===== src/rtl/ssvgp_pkg.sv =====
// Package for the spatial voice gain, pan and Doppler block.
// Holds the configuration struct, register indexes, controller states and
// the command/status types shared by the controller and the datapath.
package ssvgp_pkg;

	localparam logic [16:0] SPEED_Q8 = 17'd87808;
	localparam logic [31:0] SPEED_SHIFTED = 32'd1438646272;

	typedef struct packed {
		logic [12:0] ref_dist;
		logic [16:0] max_dist;
		logic [16:0] volume;
		logic [14:0] panning_amount;
		logic [16:0] doppler_amount;
		logic [14:0] hop_transmission;
		logic [16:0] base_pitch;
	} cfg_t;

	typedef enum logic [2:0] {
		REG_REFERENCE,
		REG_MAX_DISTANCE,
		REG_VOLUME,
		REG_PANNING,
		REG_DOPPLER,
		REG_HOP_TRANSMISSION,
		REG_BASE_PITCH
	} reg_idx_t;

	typedef enum logic [4:0] {
		OP_NONE, OP_G0_GO, OP_G0_WAIT, OP_T_GO, OP_T_WAIT, OP_T2, OP_T4, OP_G,
		OP_VOL, OP_HOP, OP_PAN, OP_X2, OP_R1, OP_R2, OP_R3, OP_S, OP_GAIN,
		OP_CLOSE, OP_TERM, OP_F_GO, OP_F_WAIT, OP_PITCH
	} op_t;

	typedef enum logic [4:0] {
		ST_IDLE, ST_G0_GO, ST_G0_WAIT, ST_T_GO, ST_T_WAIT, ST_T2, ST_T4, ST_G,
		ST_VOL, ST_HOP, ST_PAN, ST_X2, ST_R1, ST_R2, ST_R3, ST_S, ST_GAIN,
		ST_CLOSE, ST_TERM, ST_F_GO, ST_F_WAIT, ST_PITCH, ST_DONE
	} st_t;

	typedef struct packed {
		op_t  op;
		logic chan;
		logic load;
		logic out_load;
	} cmd_t;

	typedef struct packed {
		logic div_done;
	} stat_t;

endpackage


===== src/rtl/spatial_voice_gain_pan_doppler.sv =====
// Top level of the spatial voice gain, pan and Doppler block.
// Depends on ssvgp_pkg, ssvgp_ctrl and ssvgp_dp (which holds ssvgp_div).
//
// Usage: one input transfer on the s_ side carries a frame's path distance,
// previous distance, hop count and side cosine; one output transfer on the
// m_ side returns the left gain, right gain and pitch for that frame.
// Configuration registers are written on the cfg_ channel, which is always
// ready; the user must write them only while the block is idle, as the
// block itself does not enforce this. When the output register is free,
// the time from input transfer to m_tvalid is dominated by three divisions
// on the shared restoring divider, plus 21 multiply steps on the shared
// multiplier and the load of the output register. One item is in work at
// a time; s_tready is high only while the controller is idle, so a new
// item is taken only once the last one is in the output register.
// A finished result sits in the output register, so the next item is taken
// while m_tvalid waits on m_tready; a stalled receiver holds the block in
// its final step only when a second result is ready before the first is
// taken. Reset clears the registers to their defaults and marks that no
// frame has been seen, so the first frame after reset gets no Doppler.
module spatial_voice_gain_pan_doppler import ssvgp_pkg::*; (
	input  logic        clk,
	input  logic        arst_n,
	input  logic        s_tvalid,
	output logic        s_tready,
	// path_distance[17:0], previous_distance[35:18], hop_count[36],
	// side_cosine[52:37], zero fill[55:53]
	input  logic [55:0] s_tdata,
	output logic        m_tvalid,
	input  logic        m_tready,
	// gain_left[16:0], gain_right[33:17], pitch_out[51:34], zero fill[55:52]
	output logic [55:0] m_tdata,
	input  logic        cfg_valid,
	output logic        cfg_ready,
	input  logic [2:0]  cfg_index,
	input  logic [16:0] cfg_data
);

	cfg_t        cfg_q;
	cmd_t        cmd;
	stat_t       stat;
	logic [16:0] gain_left, gain_right;
	logic [17:0] pitch_out;

	assign cfg_ready = 1'b1;

	always_ff @(posedge clk or negedge arst_n) begin
		if (!arst_n) begin
			cfg_q.ref_dist         <= 13'd256;
			cfg_q.max_dist         <= 17'd12800;
			cfg_q.volume           <= 17'd16384;
			cfg_q.panning_amount   <= 15'd16384;
			cfg_q.doppler_amount   <= 17'd16384;
			cfg_q.hop_transmission <= 15'd16384;
			cfg_q.base_pitch       <= 17'd16384;
		end else if (cfg_valid && cfg_ready) begin
			unique case (reg_idx_t'(cfg_index))
				REG_REFERENCE:        cfg_q.ref_dist <= cfg_data[12:0];
				REG_MAX_DISTANCE:     cfg_q.max_dist <= cfg_data;
				REG_VOLUME:           cfg_q.volume <= cfg_data;
				REG_PANNING:          cfg_q.panning_amount <= cfg_data[14:0];
				REG_DOPPLER:          cfg_q.doppler_amount <= cfg_data;
				REG_HOP_TRANSMISSION: cfg_q.hop_transmission <= cfg_data[14:0];
				REG_BASE_PITCH:       cfg_q.base_pitch <= cfg_data;
				default: ;
			endcase
		end
	end

	ssvgp_ctrl u_ctrl (
		.clk       (clk),
		.arst_n    (arst_n),
		.in_valid  (s_tvalid),
		.in_ready  (s_tready),
		.out_valid (m_tvalid),
		.out_ready (m_tready),
		.stat      (stat),
		.cmd       (cmd)
	);

	ssvgp_dp u_dp (
		.clk               (clk),
		.arst_n            (arst_n),
		.cfg               (cfg_q),
		.cmd               (cmd),
		.stat              (stat),
		.path_distance     (s_tdata[17:0]),
		.previous_distance (s_tdata[35:18]),
		.hop_count         (s_tdata[36]),
		.side_cosine       (s_tdata[52:37]),
		.gain_left         (gain_left),
		.gain_right        (gain_right),
		.pitch_out         (pitch_out)
	);

	assign m_tdata = {4'b0, pitch_out, gain_right, gain_left};

	// The block holds one item at a time: right after a transfer it is busy.
	assert property (@(posedge clk) disable iff (!arst_n)
		(s_tvalid && s_tready) |=> !s_tready)
		else $error("input accepted while an item is in work");

	assert property (@(posedge clk) disable iff (!arst_n)
		m_tvalid |-> (m_tdata[51:34] >= 18'd2048 && m_tdata[51:34] <= 18'd131072))
		else $error("pitch outside its saturation range");

	assert property (@(posedge clk) disable iff (!arst_n)
		m_tvalid |-> (m_tdata[16:0] <= 17'd65536 && m_tdata[33:17] <= 17'd65536))
		else $error("gain outside its saturation range");

endmodule


===== src/rtl/ssvgp_div.sv =====
// Restoring divider, one quotient bit per cycle, 32 steps.
// Stands alone; ssvgp_dp uses it for the three divisions of an item.
module ssvgp_div (
	input  logic        clk,
	input  logic        arst_n,
	input  logic        start,
	input  logic [31:0] dividend,
	input  logic [27:0] divisor,
	output logic        done,
	output logic [31:0] quotient
);

	logic        busy_q;
	logic        done_q;
	logic [4:0]  cnt_q;
	logic [27:0] rem_q;
	logic [27:0] dvs_q;
	logic [31:0] quo_q;
	logic [28:0] rem_sh;
	logic [28:0] rem_sub;
	logic        fits;

	assign rem_sh  = {rem_q, quo_q[31]};
	assign rem_sub = rem_sh - {1'b0, dvs_q};
	assign fits    = rem_sh >= {1'b0, dvs_q};

	always_ff @(posedge clk or negedge arst_n) begin
		if (!arst_n) begin
			busy_q <= 1'b0;
			done_q <= 1'b0;
			cnt_q  <= 5'd0;
		end else begin
			done_q <= 1'b0;
			if (start) begin
				busy_q <= 1'b1;
				cnt_q  <= 5'd0;
			end else if (busy_q) begin
				cnt_q <= cnt_q + 5'd1;
				if (cnt_q == 5'd31) begin
					busy_q <= 1'b0;
					done_q <= 1'b1;
				end
			end
		end
	end

	always_ff @(posedge clk) begin
		if (start) begin
			quo_q <= dividend;
			rem_q <= 28'd0;
			dvs_q <= divisor;
		end else if (busy_q) begin
			rem_q <= fits ? rem_sub[27:0] : rem_sh[27:0];
			quo_q <= {quo_q[30:0], fits};
		end
	end

	assign done     = done_q;
	assign quotient = quo_q;

endmodule


===== src/rtl/ssvgp_dp.sv =====
// Datapath: operand registers, one shared multiplier and the shared divider.
// Depends on ssvgp_pkg and ssvgp_div; sequenced by ssvgp_ctrl commands.
module ssvgp_dp import ssvgp_pkg::*; (
	input  logic               clk,
	input  logic               arst_n,
	input  cfg_t               cfg,
	input  cmd_t               cmd,
	output stat_t              stat,
	input  logic [17:0]        path_distance,
	input  logic [17:0]        previous_distance,
	input  logic               hop_count,
	input  logic signed [15:0] side_cosine,
	output logic [16:0]        gain_left,
	output logic [16:0]        gain_right,
	output logic [17:0]        pitch_out
);

	logic [17:0]        d_q, prev_q;
	logic               hop_q;
	logic signed [15:0] side_q;
	logic               seen_q, dop_en_q;
	logic [14:0]        g0_q, t_q, t2_q, win_q, p_q, x2_q, r_q, s_q;
	logic [17:0]        g_q;
	logic [16:0]        gl_q, gr_q;
	logic signed [25:0] closing_q;
	logic [26:0]        den_q;
	logic [15:0]        f_q;
	logic [17:0]        pitch_q;
	logic [16:0]        gl_out_q, gr_out_q;
	logic [17:0]        pitch_out_q;

	logic [12:0]        ref_w;
	logic [16:0]        maxd_w;
	logic [17:0]        dd_w;
	logic               far_w;
	logic [14:0]        x_w;
	logic [18:0]        diff_w;
	logic signed [25:0] mul_a;
	logic signed [18:0] mul_b;
	logic signed [44:0] prod_w, sh_w, trunc_w, den_w;
	logic signed [16:0] pan_c;
	logic [16:0]        psum;
	logic [18:0]        gain_w;
	logic [17:0]        pv;
	logic               div_start;
	logic [31:0]        div_dividend, quo;
	logic [27:0]        div_divisor;
	logic               div_done;

	assign ref_w  = (cfg.ref_dist == 13'd0) ? 13'd1 : cfg.ref_dist;
	assign maxd_w = (cfg.max_dist > {4'b0, ref_w}) ? cfg.max_dist
	                                                : {4'b0, ref_w} + 17'd1;
	assign far_w  = d_q >= {1'b0, maxd_w};
	assign dd_w   = (d_q > {5'b0, ref_w}) ? d_q : {5'b0, ref_w};
	assign x_w    = cmd.chan ? p_q : 15'd16384 - p_q;
	assign diff_w = {1'b0, prev_q} - {1'b0, d_q};

	always_comb begin
		mul_a = 26'sd0;
		mul_b = 19'sd0;
		case (cmd.op)
			OP_T2:    begin mul_a = {11'b0, t_q};   mul_b = {4'b0, t_q}; end
			OP_T4:    begin mul_a = {11'b0, t2_q};  mul_b = {4'b0, t2_q}; end
			OP_G:     begin mul_a = {11'b0, g0_q};  mul_b = {4'b0, win_q}; end
			OP_VOL:   begin mul_a = {8'b0, g_q};    mul_b = {2'b0, cfg.volume}; end
			OP_HOP:   begin mul_a = {8'b0, g_q};    mul_b = {4'b0, cfg.hop_transmission}; end
			OP_PAN:   begin
				mul_a = {{10{side_q[15]}}, side_q};
				mul_b = {4'b0, cfg.panning_amount};
			end
			OP_X2:    begin mul_a = {11'b0, x_w};   mul_b = {4'b0, x_w}; end
			OP_R1:    begin mul_a = 26'sd77;        mul_b = {4'b0, x2_q}; end
			OP_R2,
			OP_R3:    begin mul_a = {11'b0, r_q};   mul_b = {4'b0, x2_q}; end
			OP_S:     begin mul_a = {11'b0, r_q};   mul_b = {4'b0, x_w}; end
			OP_GAIN:  begin mul_a = {8'b0, g_q};    mul_b = {4'b0, s_q}; end
			OP_CLOSE: begin mul_a = {{7{diff_w[18]}}, diff_w}; mul_b = 19'sd60; end
			OP_TERM:  begin mul_a = closing_q;      mul_b = {2'b0, cfg.doppler_amount}; end
			OP_PITCH: begin mul_a = {9'b0, cfg.base_pitch}; mul_b = {3'b0, f_q}; end
			default:  begin mul_a = 26'sd0;         mul_b = 19'sd0; end
		endcase
	end

	assign prod_w  = 45'(mul_a) * 45'(mul_b);
	assign sh_w    = prod_w >>> 14;
	// Signed quotients by 16384 round toward zero, so bias negatives first.
	assign trunc_w = (prod_w + (prod_w[44] ? 45'sd16383 : 45'sd0)) >>> 14;
	assign den_w   = $signed({28'd0, SPEED_Q8}) - trunc_w;
	assign gain_w  = sh_w[18:0];

	always_comb begin
		if (trunc_w > 45'sd16384)
			pan_c = 17'sd16384;
		else if (trunc_w < -45'sd16384)
			pan_c = -17'sd16384;
		else
			pan_c = trunc_w[16:0];
		psum = pan_c + 17'sd16384;
		pv   = dop_en_q ? sh_w[17:0] : {1'b0, cfg.base_pitch};
	end

	always_comb begin
		div_start    = 1'b0;
		div_dividend = 32'd0;
		div_divisor  = 28'd1;
		case (cmd.op)
			OP_G0_GO: begin
				div_start    = 1'b1;
				div_dividend = {5'b0, ref_w, 14'b0};
				div_divisor  = {10'b0, dd_w};
			end
			OP_T_GO: begin
				div_start    = 1'b1;
				div_dividend = {d_q, 14'b0};
				div_divisor  = {11'b0, maxd_w};
			end
			OP_F_GO: begin
				div_start    = 1'b1;
				div_dividend = SPEED_SHIFTED;
				div_divisor  = {1'b0, den_q};
			end
			default: begin
				div_start    = 1'b0;
				div_dividend = 32'd0;
				div_divisor  = 28'd1;
			end
		endcase
	end

	ssvgp_div u_div (
		.clk      (clk),
		.arst_n   (arst_n),
		.start    (div_start),
		.dividend (div_dividend),
		.divisor  (div_divisor),
		.done     (div_done),
		.quotient (quo)
	);

	assign stat.div_done = div_done;

	always_ff @(posedge clk or negedge arst_n) begin
		if (!arst_n) begin
			seen_q   <= 1'b0;
			dop_en_q <= 1'b0;
		end else if (cmd.load) begin
			seen_q   <= 1'b1;
			dop_en_q <= seen_q && (cfg.doppler_amount != 17'd0);
		end
	end

	always_ff @(posedge clk) begin
		if (cmd.load) begin
			d_q    <= path_distance;
			prev_q <= previous_distance;
			hop_q  <= hop_count;
			side_q <= side_cosine;
		end
		case (cmd.op)
			OP_G0_WAIT: if (div_done) g0_q <= quo[14:0];
			OP_T_WAIT:  if (div_done) t_q <= quo[14:0];
			OP_T2:      t2_q <= sh_w[14:0];
			OP_T4:      win_q <= (sh_w[16:0] >= 17'd16384) ? 15'd0 : 15'd16384 - sh_w[14:0];
			OP_G:       g_q <= far_w ? 18'd0 : {3'b0, sh_w[14:0]};
			OP_VOL:     g_q <= sh_w[17:0];
			OP_HOP:     if (hop_q) g_q <= sh_w[17:0];
			OP_PAN:     p_q <= psum[15:1];
			OP_X2:      x2_q <= sh_w[14:0];
			OP_R1:      r_q <= 15'd1306 - sh_w[14:0];
			OP_R2:      r_q <= 15'd10584 - sh_w[14:0];
			OP_R3:      r_q <= 15'd25736 - sh_w[14:0];
			OP_S:       s_q <= (sh_w[14:0] > 15'd16384) ? 15'd16384 : sh_w[14:0];
			OP_GAIN: begin
				if (cmd.chan)
					gr_q <= (gain_w > 19'd65536) ? 17'd65536 : gain_w[16:0];
				else
					gl_q <= (gain_w > 19'd65536) ? 17'd65536 : gain_w[16:0];
			end
			OP_CLOSE:   closing_q <= prod_w[25:0];
			OP_TERM:    den_q <= (den_w < 45'sd256) ? 27'd256 : den_w[26:0];
			OP_F_WAIT: begin
				if (div_done) begin
					if (quo < 32'd8192)
						f_q <= 16'd8192;
					else if (quo > 32'd32768)
						f_q <= 16'd32768;
					else
						f_q <= quo[15:0];
				end
			end
			OP_PITCH: begin
				if (pv < 18'd2048)
					pitch_q <= 18'd2048;
				else if (pv > 18'd131072)
					pitch_q <= 18'd131072;
				else
					pitch_q <= pv;
			end
			default: ;
		endcase
		if (cmd.out_load) begin
			gl_out_q    <= gl_q;
			gr_out_q    <= gr_q;
			pitch_out_q <= pitch_q;
		end
	end

	assign gain_left  = gl_out_q;
	assign gain_right = gr_out_q;
	assign pitch_out  = pitch_out_q;

endmodule


===== src/rtl/ssvgp_ctrl.sv =====
// Controller state machine: steps the datapath through one item.
// Depends on ssvgp_pkg for state, command and status types.
module ssvgp_ctrl import ssvgp_pkg::*; (
	input  logic  clk,
	input  logic  arst_n,
	input  logic  in_valid,
	output logic  in_ready,
	output logic  out_valid,
	input  logic  out_ready,
	input  stat_t stat,
	output cmd_t  cmd
);

	st_t  state_q, state_d;
	logic chan_q;
	logic out_valid_q;
	logic out_load;

	assign out_load = (state_q == ST_DONE) && (!out_valid_q || out_ready);

	always_comb begin
		state_d = state_q;
		unique case (state_q)
			ST_IDLE:    if (in_valid) state_d = ST_G0_GO;
			ST_G0_GO:   state_d = ST_G0_WAIT;
			ST_G0_WAIT: if (stat.div_done) state_d = ST_T_GO;
			ST_T_GO:    state_d = ST_T_WAIT;
			ST_T_WAIT:  if (stat.div_done) state_d = ST_T2;
			ST_T2:      state_d = ST_T4;
			ST_T4:      state_d = ST_G;
			ST_G:       state_d = ST_VOL;
			ST_VOL:     state_d = ST_HOP;
			ST_HOP:     state_d = ST_PAN;
			ST_PAN:     state_d = ST_X2;
			ST_X2:      state_d = ST_R1;
			ST_R1:      state_d = ST_R2;
			ST_R2:      state_d = ST_R3;
			ST_R3:      state_d = ST_S;
			ST_S:       state_d = ST_GAIN;
			// The sine chain runs once for the left and once for the right gain.
			ST_GAIN:    state_d = chan_q ? ST_CLOSE : ST_X2;
			ST_CLOSE:   state_d = ST_TERM;
			ST_TERM:    state_d = ST_F_GO;
			ST_F_GO:    state_d = ST_F_WAIT;
			ST_F_WAIT:  if (stat.div_done) state_d = ST_PITCH;
			ST_PITCH:   state_d = ST_DONE;
			ST_DONE:    if (out_load) state_d = ST_IDLE;
			default:    state_d = ST_IDLE;
		endcase
	end

	always_comb begin
		cmd.chan     = chan_q;
		cmd.load     = (state_q == ST_IDLE) && in_valid;
		cmd.out_load = out_load;
		unique case (state_q)
			ST_G0_GO:   cmd.op = OP_G0_GO;
			ST_G0_WAIT: cmd.op = OP_G0_WAIT;
			ST_T_GO:    cmd.op = OP_T_GO;
			ST_T_WAIT:  cmd.op = OP_T_WAIT;
			ST_T2:      cmd.op = OP_T2;
			ST_T4:      cmd.op = OP_T4;
			ST_G:       cmd.op = OP_G;
			ST_VOL:     cmd.op = OP_VOL;
			ST_HOP:     cmd.op = OP_HOP;
			ST_PAN:     cmd.op = OP_PAN;
			ST_X2:      cmd.op = OP_X2;
			ST_R1:      cmd.op = OP_R1;
			ST_R2:      cmd.op = OP_R2;
			ST_R3:      cmd.op = OP_R3;
			ST_S:       cmd.op = OP_S;
			ST_GAIN:    cmd.op = OP_GAIN;
			ST_CLOSE:   cmd.op = OP_CLOSE;
			ST_TERM:    cmd.op = OP_TERM;
			ST_F_GO:    cmd.op = OP_F_GO;
			ST_F_WAIT:  cmd.op = OP_F_WAIT;
			ST_PITCH:   cmd.op = OP_PITCH;
			default:    cmd.op = OP_NONE;
		endcase
	end

	always_ff @(posedge clk or negedge arst_n) begin
		if (!arst_n) begin
			state_q     <= ST_IDLE;
			chan_q      <= 1'b0;
			out_valid_q <= 1'b0;
		end else begin
			state_q <= state_d;
			if (state_q == ST_IDLE)
				chan_q <= 1'b0;
			else if (state_q == ST_GAIN)
				chan_q <= 1'b1;
			if (out_load)
				out_valid_q <= 1'b1;
			else if (out_ready)
				out_valid_q <= 1'b0;
		end
	end

	assign in_ready  = (state_q == ST_IDLE);
	assign out_valid = out_valid_q;

endmodule

===== config.mk =====
export PLATFORM = sky130hd
export DESIGN_NAME = spatial_voice_gain_pan_doppler
export DESIGN_NICKNAME = d
export VERILOG_FILES = /design/src/rtl/ssvgp_pkg.sv /design/src/rtl/spatial_voice_gain_pan_doppler.sv /design/src/rtl/ssvgp_div.sv /design/src/rtl/ssvgp_dp.sv /design/src/rtl/ssvgp_ctrl.sv
export SDC_FILE = /design/constraint.sdc
export NUM_CORES = 2
export LEC_CHECK = 0
export BUFFER_PORTS_ARGS = -buffer_cell sky130_fd_sc_hd__buf_2
export CAP_MARGIN = 5
export CORE_MARGIN = 10
export CORE_UTILIZATION = 46
export CTS_BUF_LIST = sky130_fd_sc_hd__clkbuf_4
export DETAILED_ROUTE_END_ITERATION = 12
export PLACE_DENSITY_LB_ADDON = 0.08
export SYNTH_ARGS = -nofsm -noshare
export SYNTH_HDL_FRONTEND = slang
export SYNTH_SLANG_ARGS = --single-unit

===== constraint.sdc =====
create_clock -name clk -period 13.4 [get_ports clk]
set_clock_uncertainty 0.1 [all_clocks]
set_input_delay 2.68 -clock clk [delete_from_list [all_inputs] [get_ports clk]]
set_output_delay 2.68 -clock clk [all_outputs]
set_load 0.01 [all_outputs]

Word-level counts from Yosys, hierarchy flattened
Memory sizes are Yosys's and may differ from the RTL's.
Cells that the tools add are included.

word-level totals
  flip-flop bits (word level) = 579
  ROM bits = 160
  bits of input ports = 81
  output and inout bits = 59
  word-level logic and storage cells = 204
  memories kept = 1

memory list
  memory           words  width  read ports  clocked after memory_dff  wr ports  line              RTL
  (no name shown)  32     5      1           0                         0         ssvgp_ctrl.sv:56  unique case (state_q)

operators by class
  $add $sub $neg = 12
  multipliers = 1
  magnitude comparators = 14
  eq/ne operators = 56
  multiplexer cells = 42
  bitwise gates (word level) = 1
  reductions and logical operators = 35

operators with widths
  operator                                                          count
  one-hot mux 26 bit (11 select lines)                              1
  one-hot mux 17 bit (12 select lines)                              1
  one-hot mux 5 bit (23 select lines)                               1
  one-hot mux 32 bit (3 select lines)                               1
  one-hot mux 27 bit (3 select lines)                               1
  equality test 5 x 4 -> 1 bit (second input constant)              16
  two-way mux 18 bit                                                4
  equality test 5 bit (second input constant)                       14
  two-way mux 32 bit                                                2
  one-hot mux 18 bit (3 select lines)                               1
  two-way mux 16 bit                                                3
  adder 44 x 15 -> 45 bit                                           1
  less-than comparator 45 x 10 -> 1 bit (second input constant)     1
  one-hot mux 15 bit (3 select lines)                               1
  subtractor 15 bit (first input constant)                          3
  multiplier 26 x 18 -> 44 bit                                      1
  equality test 5 x 3 -> 1 bit (second input constant)              8
  two-way mux 5 bit                                                 8
  two-way mux 17 bit                                                2
  greater-than comparator 32 x 16 -> 1 bit (second input constant)  1
  less-than comparator 32 x 14 -> 1 bit (second input constant)     1
  subtractor 18 x 31 -> 32 bit (first input constant)               1
  greater-than comparator 31 x 16 -> 1 bit (second input constant)  1
  less-than comparator 31 x 15 -> 1 bit (second input constant)     1
  42 further kinds                                                  86

Logic depth before layout (Yosys ltp)
An unclocked memory read counts as a cell.

  word-level depth = 11
  mapped depth = 61
  depth with buffers taken out = 57

Modules after synthesis
Synthesis repeated with hierarchy kept, for this count alone.

second synthesis, totals
  cells, all modules = 4,598
  area, all modules = 46,801.1 um^2

by module, submodules not included
  module                          instances  cells each  area each (um^2)  seq. area each (um^2)
  ssvgp_dp                        1          3,791       36,512.5          10,980.5
  ssvgp_div                       1          496         5,296.3           2,537.4
  spatial_voice_gain_pan_doppler  1          247         4,388.0           2,788.9
  ssvgp_ctrl                      1          64          604.3             175.2

Worst setup path before layout
Ideal clock, no wire load.

  kind = register -> register
  start point = reg u_dp.d_q[0]
  end point = reg u_dp.den_q[4], data pin
  library setup time = 0.255 ns
  arrival time = 12.732 ns
  required time = 13.045 ns
  setup slack = 0.313 ns
  stages on the path, launching flop included = 58
  buffers on the path = 4
  period minus slack after synthesis = 13.087 ns
  path through = edfxtp_1 -> ha_1 -> fa_1 -> nor2b_1 -> o21ai_0 -> a21boi_0 -> o21ai_0 -> a21oi_1 -> o21ai_0 -> a21boi_0 -> o21ai_0 -> a21boi_0 -> o21a_1 -> o21a_1 -> o21ai_0 -> a21o_1 -> a21oi_1 -> clkbuf_1 -> [22 not listed] -> a21o_1 -> a21o_1 -> a21o_1 -> a31o_2 -> and2_1 -> a21oi_1 -> mux2i_2 -> nand2_1 -> xnor2_1 -> ha_1 -> nand4_1 -> nor4_2 -> o41ai_2 -> a2111o_1 -> a2111oi_0 -> a41o_1 -> buf_6 -> nor2_1

between the ends
  word-level cells in the longest chain between the ends = 7

ends and longest elaborated chain
  what                                    line             RTL
  from (decl)                             ssvgp_dp.sv:18   logic [17:0] d_q, prev_q;
  from (signal assigned)                  ssvgp_dp.sv:154  d_q <= path_distance;
  subtractor 18 x 18 -> 19 bit *          ssvgp_dp.sv:56   assign diff_w = {1'b0, prev_q} - {1'b0, d_q};
  one-hot mux 26 bit (11 select lines) *  ssvgp_dp.sv:61   case (cmd.op)
  multiplier 26 x 18 -> 44 bit *          ssvgp_dp.sv:84   assign prod_w = 45'(mul_a) * 45'(mul_b);
  two-way mux 14 bit                      ssvgp_dp.sv:87   assign trunc_w = (prod_w + (prod_w[44] ? 45'sd16383 : 45'sd0)) >>> 14;
  adder 44 x 15 -> 45 bit *               ssvgp_dp.sv:87
  subtractor 18 x 31 -> 32 bit *          ssvgp_dp.sv:88   assign den_w = $signed({28'd0, SPEED_Q8}) - trunc_w;
  less-than comparator 45 x 10 -> 1 bit   ssvgp_dp.sv:180  OP_TERM: den_q <= (den_w < 45'sd256) ? 27'd256 : den_w[26:0];
  to (signal assigned)                    ssvgp_dp.sv:180
  to (decl)                               ssvgp_dp.sv:26   logic [26:0] den_q;

Mark *: on every way between the ends. The rest lies on a longest branch, timed or not.
A chain may end at the register's enable or synchronous reset.

Worst setup path in the final report
  start point = reg u_dp.d_q[1]
  end point = reg u_dp.den_q[5], data pin

The elaborated chain is that of the path after synthesis.

==> impl_metrics.ini <==
[outcome]
status = completed

[yosys]
ys_seq_area_share_pct = 35.42
synth_ff_type = edfxtp_1
syn_area_per_cell_um2 = 10.28
synth_area_um2 = 46440
synth_warnings = 0
synth.distinct_cells = 122
yosys_register_bits = 578
synth_edf_count = 423
synthArstFlopShare_pct = 21.97
synth_cells = 4517

[sta]
finalCriticalPeriod_ps = 12980
finalSetupTns_ps = 0
setup_violations = 0
rsz0062_at_grt = true
fin_crit_sh_pct = 96.84
max_freq_ghz = 0.07706
worst_pin_slew_ps = 1340
slew_headroom_pct = 10.34
finalHoldViolCount = 0
slew_violations = 0

[cells_and_area]
syn_to_final_growth_pct = 17.87
nNetsFinal = 5830
layout-drive-gt1-share_pct = 23.28

[setup_path]
critPathSlowestCell = fa_1
critPathMostFrequentCell = fa_1
worst_ep_required_time_ps = 14060
reg2reg_depth = 56
crit_type = reg -> reg
path_max_fanout = 6
timing.rr.start = u_dp.d_q[1]
crit_start = u_dp.d_q[1]
r2r_end = u_dp.den_q[5]
worst-endpoint-arrival_ps = 13640
max_stage_delay_ps = 560
crit_path_start_kind = flop
crit_path_end_kind = flop
rrSetupSlack_ps = 420

[floorplanning]
num_rows = 116
core-area_um2 = 100100
die_area_um2 = 114100
die_w_um = 337.7
ios = 140
initial_core_util_pct = 46.37
die_h_um = 337.7

[clocking]
cts_buffer_depth = 3
htreeDepth = 4
cts_buffers = 157
cts_hold_buf = 0
cts_tree = yes
clk_pin_slew_ps = 70
clock-sinks = 578
ctsRootBufferMaster = clkbuf_4
insertion_delay_ps = 1070

[grt]
grt_max_degree = 70
track_usage_pct = 29.82
grt_pass1_vias = 37865
antenna_found_initial = 14
grt_overflow = 0
grt_pass1_wl_um = 249300

[placed_design]
dp_hpwl_um = 132900
place_congestion = 0.9746
port_buffers = 131

[detailed_routing]
vias = 37984
routed_wl_um = 170600
route.detailed.drc = 0
viasPerCell = 5.829
drt_iter0_markers = 3911
ant_nets = 0
firstDrtPassIters = 6
wire_per_inst_um = 26.19

[worst_hold_path]
hold_path.class = reg -> reg
holdPathEnd = u_dp.gain_left[7]
worst_hold_startpoint = u_dp.gl_q[7]
worstHoldPathCells = 0

[run]
cap_violations = 0
worst max-delay path, delay by kind of cell (launching register included):
kind | cells | cell delay, ps
AO/OA/AOI/OAI | 27 | 5300
adder cells (fa/ha/maj) | 9 | 3780
buffers and inverters | 11 | 1440
flip-flops | 1 | 500
multiplexers | 2 | 380
AND/OR/NAND/NOR | 7 | 1150
layout make-up:
| type | count | area, um^2 |
|---|---|---|
| repair buffers | 632 | 4731 |
| diodes | 4 | 10.01 |
| flip-flops and latches | 578 | 16450 |
| inverters | 609 | 2291 |
| fillers | 9184 | 45400 |
| clock inverters | 48 | 322.8 |
| multi-input cells | 3118 | 27590 |
| well taps | 1298 | 1624 |
| clock buffers | 229 | 1719 |
worst max path at each step:
stage	slack, ps	cells past startpoint	end
2_1_floorplan	310	57	u_dp.den_q[4]
3_3_place_gp	-290	58	u_dp.den_q[4]
3_5_place_dp	-430	60	u_dp.den_q[7]
4_1_cts	0.8	55	u_dp.den_q[7]
5_1_grt	-60	59	u_dp.den_q[3]
6_report	420	56	u_dp.den_q[5]
per-stage QoR:
stage,setup slack [ps],instance area [um^2],util (%),cells,hold slack [ps]
6_report,422.9,54740,54.66,6516,308.1
5_1_grt,-60.57,54740,54.66,6514,318.6
2_1_floorplan,313.2,46450,-,4520,300.3
3_5_place_dp,-434.5,51800,51.73,6205,305.2
4_1_cts,0.7514,53920,53.84,6485,304.1
3_3_place_gp,-292.5,51800,51.73,6205,301.1
placed cells by master (no fill, tap or decap), drive strengths merged, types with 55 or more instances in the layout:
cell type	count
mux2i	72
dfrtp	118
o21ai	262
ha	219
a21oi	203
xnor2	103
nand2	320
fa	434
a21o	55
buf	628
and2	60
nand3	73
nor2	382
mux2	103
inv	611
a22oi	60
clkbuf	233
edfxtp	423
nor3	64
per-layer routing:
| metal | GRT usage (%) | wire length (um) | up-vias | share of wire [%] |
|---|---|---|---|---|
| met5 | 0 | 72 | - | 0.042 |
| met4 | 12.40 | 7940 | 10 | 4.7 |
| met3 | 7.362 | 17340 | 375 | 10 |
| met2 | 44.77 | 74000 | 1775 | 43 |
| met1 | 40.93 | 71300 | 18897 | 42 |
| li1 | - | - | 16927 | - |
flip-flops by register name, indices dropped and copies added, names as in the netlist, 16 cells and up:
signal / flops
u_dp.u_div.quotient: 32
u_dp.gr_q: 17
u_dp.gl_q: 17
u_dp.g_q: 18
u_dp.u_div.dvs_q: 27
u_dp.gain_right: 17
u_dp.closing_q: 26
u_dp.pitch_out: 18
u_dp.f_q: 16
u_dp.side_q: 16
u_dp.den_q: 27
u_dp.prev_q: 18
u_dp.pitch_q: 18
u_dp.gain_left: 17
cfg_q: 111
u_dp.d_q: 18
u_dp.u_div.rem_q: 28
logic make-up after synthesis:
kind of cell    share of synthesized area [%]
flops                                   35.42
simple gates                            12.32
compound gates                          13.84
other cells                           0.01617
fa+ha+maj                               24.61
buf+inv                                 6.822
xor+xnor                                2.904
mux                                     4.065
timing repair:
item | in CTS | in global routing
gates cloned | 1 | 3
setup buffers | 2 | 23
endpoints found under the hold margin | 0 | 0
pin swaps | 2 | 66
setup endpoints to repair | 42 | 42
resized for setup | 25 | 124
synthesized netlist by cell type, types with 47 or more instances:
| cell | number | area share, % |
|---|---|---|
| inv_1 | 597 | 4.8 |
| fa_1 | 434 | 19 |
| edfxtp_1 | 423 | 27 |
| nor2_1 | 371 | 3.0 |
| nand2_1 | 319 | 2.6 |
| o21ai_0 | 254 | 2.7 |
| ha_1 | 219 | 5.9 |
| a21oi_1 | 200 | 2.2 |
| clkbuf_1 | 180 | 1.5 |
| dfrtp_1 | 118 | 6.4 |
| mux2_2 | 102 | 2.5 |
| xnor2_1 | 101 | 1.9 |
| nand3_1 | 73 | 0.79 |
| mux2i_1 | 70 | 1.5 |
| nor3_1 | 62 | 0.67 |
| a22oi_1 | 60 | 0.97 |
| and2_1 | 57 | 0.77 |
| a21o_1 | 54 | 0.87 |
| nand4_1 | 47 | 0.63 |
Power is not shown: default switching activity piles up to over one toggle a cycle in this logic, so the estimate is an artifact.
